`src/rtl/erfb_pkg.sv`:
```
package erfb_pkg;

  // shared divider geometry: widest dividend is the squared range fall
  localparam int unsigned DIV_W = 26;
  localparam int unsigned DVS_W = 13;
  localparam int unsigned DIV_CNT_W = $clog2(DIV_W + 1);

  // fixed arithmetic constants
  localparam logic [DVS_W-1:0] GUARD_DIVISOR = 13'd8000;
  localparam logic [DIV_W-1:0] RAW_LIMIT     = 26'd400;
  localparam logic [DIV_W-1:0] RAW_SAT       = 26'd2047;
  localparam logic [6:0]       DUTY_MAX      = 7'd100;

  // safety level codes
  localparam logic [1:0] LVL_SAFE   = 2'd0;
  localparam logic [1:0] LVL_WARN   = 2'd1;
  localparam logic [1:0] LVL_DANGER = 2'd2;

  // register reset values
  localparam logic [7:0]  RST_TICKS_PER_CM = 8'd58;
  localparam logic [8:0]  RST_SAFE_LEVEL   = 9'd100;
  localparam logic [8:0]  RST_WARN_LEVEL   = 9'd50;
  localparam logic [9:0]  RST_REVERSE_MS   = 10'd120;
  localparam logic [6:0]  RST_REVERSE_DUTY = 7'd70;
  localparam logic [6:0]  RST_CRUISE_DUTY  = 7'd40;
  localparam logic [7:0]  RST_GUARD_MIN    = 8'd22;
  localparam logic [7:0]  RST_GUARD_MAX    = 8'd45;
  localparam logic [8:0]  RST_SAMPLE_CM    = 9'd150;
  localparam logic [12:0] RST_MEAN         = 13'd2400;
  localparam logic [11:0] RST_GUARD        = 12'd480;

  // configuration register indexes
  typedef enum logic [2:0] {
    CFG_TICKS_PER_CM     = 3'd0,
    CFG_SAFE_LEVEL_CM    = 3'd1,
    CFG_WARN_LEVEL_CM    = 3'd2,
    CFG_BRAKE_REVERSE_MS = 3'd3,
    CFG_REVERSE_DUTY     = 3'd4,
    CFG_CRUISE_DUTY      = 3'd5,
    CFG_GUARD_MIN_CM     = 3'd6,
    CFG_GUARD_MAX_CM     = 3'd7
  } erfb_cfg_idx_e;

  // sequencer states
  typedef enum logic [2:0] {
    ST_IDLE,
    ST_RAW_DIV,
    ST_SUM,
    ST_MEAN_DIV,
    ST_DRIVE,
    ST_SQUARE,
    ST_GUARD_DIV,
    ST_GUARD
  } erfb_state_e;

  // request into the shared divider
  typedef struct packed {
    logic             start;
    logic [DIV_W-1:0] dividend;
    logic [DVS_W-1:0] divisor;
  } erfb_div_req_t;

endpackage

```
`src/rtl/erfb_div.sv`:
```
module erfb_div
  import erfb_pkg::*;
(
  input  logic             clk_i,
  input  logic             rst_ni,
  input  erfb_div_req_t    req_i,
  output logic             done_o,
  output logic [DIV_W-1:0] quotient_o
);

  logic                 busy_q, busy_d;
  logic [DIV_CNT_W-1:0] cnt_q, cnt_d;
  logic [DIV_W-1:0]     dvd_q, dvd_d;
  logic [DVS_W-1:0]     dvs_q, dvs_d;
  logic [DVS_W-1:0]     rem_q, rem_d;
  logic [DVS_W:0]       rem_sh;
  logic [DVS_W:0]       rem_sub;
  logic                 fits;

  // one restoring step a cycle, quotient bits shift into the dividend
  always_comb begin
    rem_sh  = {rem_q, dvd_q[DIV_W-1]};
    fits    = rem_sh >= {1'b0, dvs_q};
    rem_sub = rem_sh - {1'b0, dvs_q};
    busy_d  = busy_q;
    cnt_d   = cnt_q;
    dvd_d   = dvd_q;
    dvs_d   = dvs_q;
    rem_d   = rem_q;
    if (req_i.start) begin
      busy_d = 1'b1;
      cnt_d  = DIV_CNT_W'(DIV_W);
      dvd_d  = req_i.dividend;
      dvs_d  = req_i.divisor;
      rem_d  = '0;
    end else if (busy_q) begin
      if (cnt_q == '0) begin
        busy_d = 1'b0;
      end else begin
        cnt_d = cnt_q - 1'b1;
        dvd_d = {dvd_q[DIV_W-2:0], fits};
        rem_d = fits ? rem_sub[DVS_W-1:0] : rem_sh[DVS_W-1:0];
      end
    end
  end

  always_ff @(posedge clk_i or negedge rst_ni) begin
    if (!rst_ni) begin
      busy_q <= 1'b0;
      cnt_q  <= '0;
    end else begin
      busy_q <= busy_d;
      cnt_q  <= cnt_d;
    end
  end

  // operands need no reset
  always_ff @(posedge clk_i) begin
    dvd_q <= dvd_d;
    dvs_q <= dvs_d;
    rem_q <= rem_d;
  end

  assign done_o     = busy_q && (cnt_q == '0);
  assign quotient_o = dvd_q;

endmodule

```
`src/rtl/echo_range_filter_brake_core.sv`:
```
// Rising echo edge: latches the capture value, no result.
// Falling echo edge: between acceptance and result come
// two passes of the 26-step shared divider plus one ring entry summed per cycle.
// Speed tick: one multiply then one divider pass.
// One item at a time; the output register holds a result while the next item is taken.
// Asynchronous active-low reset loads configuration, block state and ring to reset values.
module echo_range_filter_brake_core
  import erfb_pkg::*;
#(
  parameter int unsigned WINDOW = 5
) (
  input  logic               clk_i,
  input  logic               rst_ni,
  // input items
  input  logic               in_valid_i,
  output logic               in_stall_o,
  input  logic               kind_i,
  input  logic               edge_high_i,
  input  logic [15:0]        capture_value_i,
  input  logic [31:0]        now_ms_i,
  input  logic               self_drive_i,
  // result items
  output logic               out_valid_o,
  input  logic               out_stall_i,
  output logic [10:0]        raw_distance_cm_o,
  output logic [12:0]        mean_range_o,
  output logic [1:0]         safety_level_o,
  output logic               motor_update_o,
  output logic signed [7:0]  left_drive_o,
  output logic signed [7:0]  right_drive_o,
  output logic               braking_o,
  output logic [11:0]        guard_distance_o,
  // configuration writes
  input  logic               cfg_valid_i,
  output logic               cfg_ready_o,
  input  logic [2:0]         cfg_index_i,
  input  logic [15:0]        cfg_data_i
);

  localparam int unsigned IDX_W = (WINDOW > 1) ? $clog2(WINDOW) : 1;
  localparam int unsigned SUM_W = 9 + $clog2(WINDOW);
  localparam logic [IDX_W-1:0] IDX_LAST = IDX_W'(WINDOW - 1);

  // configuration registers
  logic [7:0] tpc_q;
  logic [8:0] safe_q, warn_q;
  logic [9:0] rev_ms_q;
  logic [6:0] rev_duty_q, cru_duty_q;
  logic [7:0] gmin_q, gmax_q;

  // block state
  erfb_state_e      state_q, state_d;
  logic [15:0]      echo_q, echo_d;
  logic [8:0]       ring_q [WINDOW];
  logic [IDX_W-1:0] ring_idx_q, ring_idx_d;
  logic [12:0]      mean_q, mean_d;
  logic [12:0]      prior_q, prior_d;
  logic [11:0]      guard_q, guard_d;
  logic             brake_q, brake_d;
  logic [31:0]      began_q, began_d;

  // per-item working registers
  logic [31:0]      now_q, now_d;
  logic             auto_q, auto_d;
  logic [10:0]      raw_q, raw_d;
  logic [SUM_W-1:0] sum_q, sum_d;
  logic [IDX_W-1:0] sum_idx_q, sum_idx_d;
  logic [13:0]      diff_q, diff_d;

  // output register
  logic               out_valid_q;
  logic               out_load;
  logic [10:0]        o_raw_q, o_raw_d;
  logic [12:0]        o_mean_q;
  logic [1:0]         o_level_q, o_level_d;
  logic               o_upd_q, o_upd_d;
  logic signed [7:0]  o_drive_q, o_drive_d;
  logic               o_brake_q;
  logic [11:0]        o_guard_q;

  // shared divider
  erfb_div_req_t    div_req;
  logic             div_done;
  logic [DIV_W-1:0] div_quo;

  // combinational helpers
  logic             in_acc;
  logic             out_free;
  logic             ring_we;
  logic [15:0]      pulse_width;
  logic [7:0]       tpc_eff;
  logic [SUM_W-1:0] sum_nx;
  logic [12:0]      diff_mag;
  logic             diff_ge2;
  logic [14:0]      g_raw, g_lo, g_hi, g_low_clamped;
  logic [31:0]      began_eff, elapsed;
  logic [6:0]       rev_cap, cru_cap;

  assign in_stall_o  = (state_q != ST_IDLE);
  assign in_acc      = in_valid_i && !in_stall_o;
  assign out_free    = !out_valid_q || !out_stall_i;
  assign cfg_ready_o = 1'b1;

  // configuration write port
  always_ff @(posedge clk_i or negedge rst_ni) begin
    if (!rst_ni) begin
      tpc_q      <= RST_TICKS_PER_CM;
      safe_q     <= RST_SAFE_LEVEL;
      warn_q     <= RST_WARN_LEVEL;
      rev_ms_q   <= RST_REVERSE_MS;
      rev_duty_q <= RST_REVERSE_DUTY;
      cru_duty_q <= RST_CRUISE_DUTY;
      gmin_q     <= RST_GUARD_MIN;
      gmax_q     <= RST_GUARD_MAX;
    end else if (cfg_valid_i && cfg_ready_o) begin
      unique case (cfg_index_i)
        CFG_TICKS_PER_CM:     tpc_q      <= cfg_data_i[7:0];
        CFG_SAFE_LEVEL_CM:    safe_q     <= cfg_data_i[8:0];
        CFG_WARN_LEVEL_CM:    warn_q     <= cfg_data_i[8:0];
        CFG_BRAKE_REVERSE_MS: rev_ms_q   <= cfg_data_i[9:0];
        CFG_REVERSE_DUTY:     rev_duty_q <= cfg_data_i[6:0];
        CFG_CRUISE_DUTY:      cru_duty_q <= cfg_data_i[6:0];
        CFG_GUARD_MIN_CM:     gmin_q     <= cfg_data_i[7:0];
        CFG_GUARD_MAX_CM:     gmax_q     <= cfg_data_i[7:0];
        default: ;
      endcase
    end
  end

  // operand preparation
  always_comb begin
    pulse_width   = capture_value_i - echo_q;
    tpc_eff       = (tpc_q == '0) ? 8'd1 : tpc_q;
    sum_nx        = sum_q + SUM_W'(ring_q[sum_idx_q]);
    diff_mag      = diff_q[12:0];
    diff_ge2      = !diff_q[13] && (diff_mag >= 13'd2);
    g_raw         = diff_ge2 ? (15'(diff_mag[12:1]) + 15'(div_quo[13:0])) : '0;
    g_lo          = 15'({gmin_q, 4'b0000});
    g_hi          = 15'({gmax_q, 4'b0000});
    g_low_clamped = (g_raw < g_lo) ? g_lo : g_raw;
    began_eff     = brake_q ? began_q : now_q;
    elapsed       = now_q - began_eff;
    rev_cap       = (rev_duty_q > DUTY_MAX) ? DUTY_MAX : rev_duty_q;
    cru_cap       = (cru_duty_q > DUTY_MAX) ? DUTY_MAX : cru_duty_q;
  end

  // sequencer: next state and datapath control
  always_comb begin
    state_d    = state_q;
    echo_d     = echo_q;
    ring_idx_d = ring_idx_q;
    mean_d     = mean_q;
    prior_d    = prior_q;
    guard_d    = guard_q;
    brake_d    = brake_q;
    began_d    = began_q;
    now_d      = now_q;
    auto_d     = auto_q;
    raw_d      = raw_q;
    sum_d      = sum_q;
    sum_idx_d  = sum_idx_q;
    diff_d     = diff_q;
    div_req    = '0;
    ring_we    = 1'b0;
    out_load   = 1'b0;
    o_raw_d    = '0;
    o_upd_d    = 1'b0;
    o_drive_d  = '0;

    unique case (state_q)
      ST_IDLE: begin
        if (in_acc) begin
          now_d  = now_ms_i;
          auto_d = self_drive_i;
          if (kind_i) begin
            diff_d  = $signed({1'b0, prior_q}) - $signed({1'b0, mean_q});
            state_d = ST_SQUARE;
          end else if (edge_high_i) begin
            echo_d = capture_value_i;
          end else begin
            div_req.start    = 1'b1;
            div_req.dividend = DIV_W'(pulse_width);
            div_req.divisor  = DVS_W'(tpc_eff);
            state_d          = ST_RAW_DIV;
          end
        end
      end

      // raw range, then ring push for readings in range
      ST_RAW_DIV: begin
        if (div_done) begin
          raw_d = (div_quo > RAW_SAT) ? RAW_SAT[10:0] : div_quo[10:0];
          if ((div_quo != '0) && (div_quo < RAW_LIMIT)) begin
            ring_we    = 1'b1;
            ring_idx_d = (ring_idx_q == IDX_LAST) ? '0 : ring_idx_q + 1'b1;
          end
          sum_d     = '0;
          sum_idx_d = '0;
          state_d   = ST_SUM;
        end
      end

      // one ring entry a cycle into the sum
      ST_SUM: begin
        if (sum_idx_q == IDX_LAST) begin
          div_req.start    = 1'b1;
          div_req.dividend = DIV_W'({sum_nx, 4'b0000});
          div_req.divisor  = DVS_W'(WINDOW);
          state_d          = ST_MEAN_DIV;
        end else begin
          sum_d     = sum_nx;
          sum_idx_d = sum_idx_q + 1'b1;
        end
      end

      ST_MEAN_DIV: begin
        if (div_done) begin
          mean_d  = div_quo[12:0];
          state_d = ST_DRIVE;
        end
      end

      // brake decision and echo result
      ST_DRIVE: begin
        if (out_free) begin
          out_load = 1'b1;
          o_raw_d  = raw_q;
          if (auto_q) begin
            o_upd_d = 1'b1;
            if (mean_q <= {1'b0, guard_q}) begin
              brake_d = 1'b1;
              began_d = began_eff;
              if (elapsed <= 32'(rev_ms_q)) begin
                o_drive_d = -$signed({1'b0, rev_cap});
              end
            end else begin
              brake_d   = 1'b0;
              o_drive_d = $signed({1'b0, cru_cap});
            end
          end
          state_d = ST_IDLE;
        end
      end

      // square of the range fall straight into the divider
      ST_SQUARE: begin
        div_req.start    = 1'b1;
        div_req.dividend = DIV_W'(diff_mag) * DIV_W'(diff_mag);
        div_req.divisor  = GUARD_DIVISOR;
        state_d          = ST_GUARD_DIV;
      end

      ST_GUARD_DIV: begin
        if (div_done) begin
          state_d = ST_GUARD;
        end
      end

      // clamp the guard distance and emit the tick result
      ST_GUARD: begin
        if (out_free) begin
          out_load = 1'b1;
          guard_d  = (g_low_clamped > g_hi) ? g_hi[11:0] : g_low_clamped[11:0];
          prior_d  = mean_q;
          state_d  = ST_IDLE;
        end
      end

      default: state_d = ST_IDLE;
    endcase
  end

  // level of the mean that the result reports
  always_comb begin
    if (mean_q >= {safe_q, 4'b0000}) begin
      o_level_d = LVL_SAFE;
    end else if (mean_q >= {warn_q, 4'b0000}) begin
      o_level_d = LVL_WARN;
    end else begin
      o_level_d = LVL_DANGER;
    end
  end

  erfb_div u_div (
    .clk_i      (clk_i),
    .rst_ni     (rst_ni),
    .req_i      (div_req),
    .done_o     (div_done),
    .quotient_o (div_quo)
  );

  // control and state registers
  always_ff @(posedge clk_i or negedge rst_ni) begin
    if (!rst_ni) begin
      state_q     <= ST_IDLE;
      echo_q      <= '0;
      ring_idx_q  <= '0;
      mean_q      <= RST_MEAN;
      prior_q     <= RST_MEAN;
      guard_q     <= RST_GUARD;
      brake_q     <= 1'b0;
      began_q     <= '0;
      sum_idx_q   <= '0;
      out_valid_q <= 1'b0;
    end else begin
      state_q     <= state_d;
      echo_q      <= echo_d;
      ring_idx_q  <= ring_idx_d;
      mean_q      <= mean_d;
      prior_q     <= prior_d;
      guard_q     <= guard_d;
      brake_q     <= brake_d;
      began_q     <= began_d;
      sum_idx_q   <= sum_idx_d;
      if (out_load) begin
        out_valid_q <= 1'b1;
      end else if (!out_stall_i) begin
        out_valid_q <= 1'b0;
      end
    end
  end

  // sample ring
  always_ff @(posedge clk_i or negedge rst_ni) begin
    if (!rst_ni) begin
      for (int i = 0; i < WINDOW; i++) begin
        ring_q[i] <= RST_SAMPLE_CM;
      end
    end else if (ring_we) begin
      ring_q[ring_idx_q] <= div_quo[8:0];
    end
  end

  // working and output payload registers
  always_ff @(posedge clk_i) begin
    now_q  <= now_d;
    auto_q <= auto_d;
    raw_q  <= raw_d;
    sum_q  <= sum_d;
    diff_q <= diff_d;
    if (out_load) begin
      o_raw_q   <= o_raw_d;
      o_mean_q  <= mean_q;
      o_level_q <= o_level_d;
      o_upd_q   <= o_upd_d;
      o_drive_q <= o_drive_d;
      o_brake_q <= brake_d;
      o_guard_q <= guard_d;
    end
  end

  assign out_valid_o         = out_valid_q;
  assign raw_distance_cm_o   = o_raw_q;
  assign mean_range_o        = o_mean_q;
  assign safety_level_o      = o_level_q;
  assign motor_update_o      = o_upd_q;
  assign left_drive_o        = o_drive_q;
  assign right_drive_o       = o_drive_q;
  assign braking_o           = o_brake_q;
  assign guard_distance_o    = o_guard_q;

`ifndef ASSERT_OFF
  // ring write pointer stays inside the window
  a_ring_idx_range: assert property (@(posedge clk_i) disable iff (!rst_ni)
    ring_idx_q <= IDX_LAST)
    else $error("ring index beyond window");

  // a rising echo edge only latches the start time
  a_rising_no_busy: assert property (@(posedge clk_i) disable iff (!rst_ni)
    (in_acc && !kind_i && edge_high_i) |=> (state_q == ST_IDLE))
    else $error("rising edge started a computation");

  // mean of in-range readings never exceeds 399 cm
  a_mean_bound: assert property (@(posedge clk_i) disable iff (!rst_ni)
    mean_q <= 13'd6384)
    else $error("mean distance out of range");

  // results are only produced at the end of a computation
  a_idle_no_result: assert property (@(posedge clk_i) disable iff (!rst_ni)
    (state_q == ST_IDLE) |-> !out_load)
    else $error("result loaded while idle");
`endif

endmodule

```
`config.mk`:
```
export PLATFORM = sky130hd
export DESIGN_NAME = echo_range_filter_brake_core
export DESIGN_NICKNAME = d
export VERILOG_FILES = /design/src/rtl/erfb_pkg.sv /design/src/rtl/erfb_div.sv /design/src/rtl/echo_range_filter_brake_core.sv
export SDC_FILE = /design/constraint.sdc
export NUM_CORES = 1
export LEC_CHECK = 0
export ABC_AREA = 1
export CORE_MARGIN = 2
export CORE_UTILIZATION = 45
export DETAILED_ROUTE_END_ITERATION = 12
export DONT_BUFFER_PORTS = 1
export PLACE_DENSITY = 0.59
export SYNTH_ARGS = -nofsm -noshare
export SYNTH_HDL_FRONTEND = slang
export SYNTH_SLANG_ARGS = --single-unit
```
`constraint.sdc`:
```
create_clock -name clk_i -period 9.32 [get_ports clk_i]
set_input_delay 0.932 -clock clk_i [delete_from_list [all_inputs] [get_ports clk_i]]
set_output_delay 0.932 -clock clk_i [all_outputs]
set_load 0.005 [all_outputs]
```
==> run summary <==
Status: completed
Crit. End Element: flop
Initial core utilization: 45.43%
Standard cell area after detailed placement: 0.02802 mm²
Number of flops mapped to enable cells by yosys: 153
Post-layout net count: 3722
Horizontal die dimension: 250.4 µm
Count of nets left with antenna violations after detail routing: 0
Via density per instance: 5.270
Cell Area, Synth: 0.02732 mm²
Most frequent standard cell in the layout excluding fill and tap cells: nand2_1
Commonest cells after routing, fill and taps aside: nand2_1, inv_1, o21ai_0, ha_1, nor2_1
Post-synthesis to final-layout area growth: 7.635%
Area share of the largest cell type after synthesis: 16.82%
Fin crit period: 6035 ps
Slew of the pin with the lowest slew margin: 1081 ps
Clk sink count: 380
Critical path start-end classification: flop to flop
Cells after Synth: 3338
Main flop type after synthesis: dfrtp_1
Total negative slack for setup checks: 0 ps
Via count: 21800
Flip-flop and latch count after synthesis: 380
Postcts setup bufs: 0
Number of instances resized during post-cts repair: 0
Via count of the first global-routing pass: 21370
Critical path startpoint category: flop
Die height: 250.4 µm
Number of core rows: 90
Die Footprint: 0.06269 mm²
Hold Buf Count CTS: 0
Sequential cell area fraction in the yosys report: 37.64%
Critical path peak fanout: 15
Final Max Tran Viols: 0
Iter 0 DRT Violations: 1703
Worst r2r dst: u_div.quotient_o[21]
Max_cap viols: 0
CP Launch Point: diff_q[3]
GPL Wtd Cong: 0.9376
Core region area: 0.06013 mm²
Max Clock Freq: 165.7 MHz
Total Routed Length: 69940 µm
RSZ-0062 raised after global routing: false
Antenna Cells: 0
Mean instance size in the synthesized netlist: 8.183 µm²
Tightest Hold Check Type: input pin to asynchronous set/reset pin
CTS Root Cell: clkbuf_16
Start of the worst register-to-register path: diff_q[3]
Total iterations of the first detailed-routing run: 6
Required time at the worst-slack endpoint: 9640 ps
Post-synthesis cell type count: 64
Ratio of cells with drive above 1 in the final layout: 6.647%
Total count of hold-check failures in the final report: 0
Worst-case clock skew: 34.98 ps
Critical path data arrival time: 6350 ps
Final setup violation count: 0
H-tree depth: 2
Slew margin rel.: 27.94%
Async set-or-reset flop fraction in the synthesized netlist: 56.32%
Largest net degree at the start of global routing: 215
Overall Global Routing Usage: 22.77%
Clock tree from TritonCTS: yes
Cell area after layout: 0.02940 mm²
Ports placed on the boundary: 134
R2R Setup Slk: 3290 ps
Clock-pin slew of the registers on the worst-case setup and hold paths: 60 ps
PortBufs: 0
Cell depth of the worst flop-to-flop path: 21
Setup crit end: u_div.quotient_o[21]
Library cell with the largest summed area after synthesis: edfxtp_1
HPWL after detailed placement: 53600 µm
DR DRC count: 0
Total congestion overflow: 0
Worst-skew pair later-pin latency: 590 ps
Per-cell routed wire length: 16.91 µm
Period Utilization, post-route: 64.75%
Leading post-synthesis cells by cell area: edfxtp_1, dfrtp_1, nand2_1
CTS Buffer Depth: 3
Number of nets in the synthesized netlist: 3741
Ys Warns: 0
Num CTS Buffers: 44
Global-route wire length before repair: 113600 µm
Initial antenna violation count: 0
-- worst max-delay path, stage by stage (launching register included) --
cell and delay (ps):
edfxtp_1 890, nand2_1 210, inv_1 130, fa_1 440, fa_1 600, fa_1 440
fa_1 510, inv_1 60, fa_1 540, inv_1 40, ha_1 360, nand2_1 90
o21ai_0 230, a21oi_1 90, o21ai_0 370, nand3_1 120, nand2_1 130, a21oi_1 110
o21bai_1 170, a21oi_1 80, o21ai_0 120, nand2_1 70
-- metrics by stage --
stage / hold WS (ps) / utilization [%] / setup WS [ps] / cells
floorplan: 442.2 / - / 3946 / 3338
global placement: 456.1 / 46.60 / 3287 / 4055
detailed placement: 466.9 / 46.60 / 3303 / 4055
CTS: 36.38 / 48.90 / 3264 / 4137
global route: 39.53 / 48.90 / 2746 / 4137
finish: 97.96 / 48.90 / 3285 / 4137
-- state kept, by name, summed over array words and instances, names as in the netlist, 8 cells and up --
name,cells
ring_q,45
began_q,32
now_q,32
u_div.quotient_o,26
echo_q,16
diff_q,14
mean_q,13
mean_range_o,13
prior_q,13
u_div.rem_q,13
guard_distance_o,12
guard_q,12
sum_q,12
raw_distance_cm_o,11
raw_q,11
rev_ms_q,10
safe_q,9
u_div.dvs_q,9
warn_q,9
gmax_q,8
gmin_q,8
left_drive_o,8
tpc_q,8
-- worst min path at each step --
stage                     from          to  slack [ps]
floorplan           began_q[0]  began_q[0]         440
global placement    began_q[0]  began_q[0]         460
detailed placement   ring_q[4]   ring_q[4]         470
CTS                     rst_ni    tpc_q[2]          40
global route            rst_ni  prior_q[1]          40
finish                  rst_ni  echo_q[11]         100
-- cell families (layout without fill, tap and decap cells) --
kind of cell / count (synthesis) / count (layout) / synth area share, %
and+or+nand+nor: 1264 / 1264 / 19.66
buffers and inverters: 691 / 708 / 9.788
AOI/OAI and AO/OA: 577 / 577 / 11.72
DFF: 380 / 380 / 37.64
adders and majority gates: 328 / 328 / 17.91
xor gates and xnor gates: 65 / 65 / 2.084
muxes: 32 / 32 / 1.182
other: 1 / 1 / 0.01373
-- final cells by class --
cell class                      instances  area, µm²
Multi-Input combinational cell       2267      14360
Fill cell                            5827      30730
Clock inverter                         20      136.4
Sequential cell                       380      10280
Inverter                              613       2303
Tap cell                              782      978.4
Timing Repair Buffer                   13      97.59
Clock buffer                           62       1241
-- synthesized netlist by cell type (all sizes together) (3+ instances only) --
| master | count |
|---|---|
| nor3 | 30 |
| xor2 | 45 |
| mux2i | 30 |
| fa | 105 |
| a32o | 3 |
| nand3 | 141 |
| a22oi | 3 |
| inv | 610 |
| a221o | 9 |
| a221oi | 3 |
| nand2 | 825 |
| o31ai | 3 |
| clkbuf | 56 |
| dfxtp | 13 |
| nor2 | 207 |
| ha | 223 |
| xnor2 | 20 |
| o211ai | 7 |
| buf | 22 |
| clkinv | 3 |
| o21bai | 13 |
| a211oi | 5 |
| dfstp | 58 |
| o2111ai | 12 |
| edfxtp | 153 |
| or2 | 10 |
| dfrtp | 156 |
| a21o | 9 |
| o21ai | 298 |
| a21oi | 185 |
| o22ai | 8 |
| o21a | 8 |
| nand4 | 32 |
| nor4 | 8 |
| and3 | 4 |
| nand3b | 6 |
| a31oi | 4 |
-- metal layers --
| layer | part of all wire [%] | track usage, % |
|---|---|---|
| met4 | 2.5 | 6.518 |
| met2 | 46 | 37.18 |
| met5 | 0 | 0 |
| met3 | 6.7 | 3.627 |
| met1 | 45 | 31.35 |
Power is not shown: default switching activity piles up to over one toggle a cycle in this logic, so the estimate is an artifact.
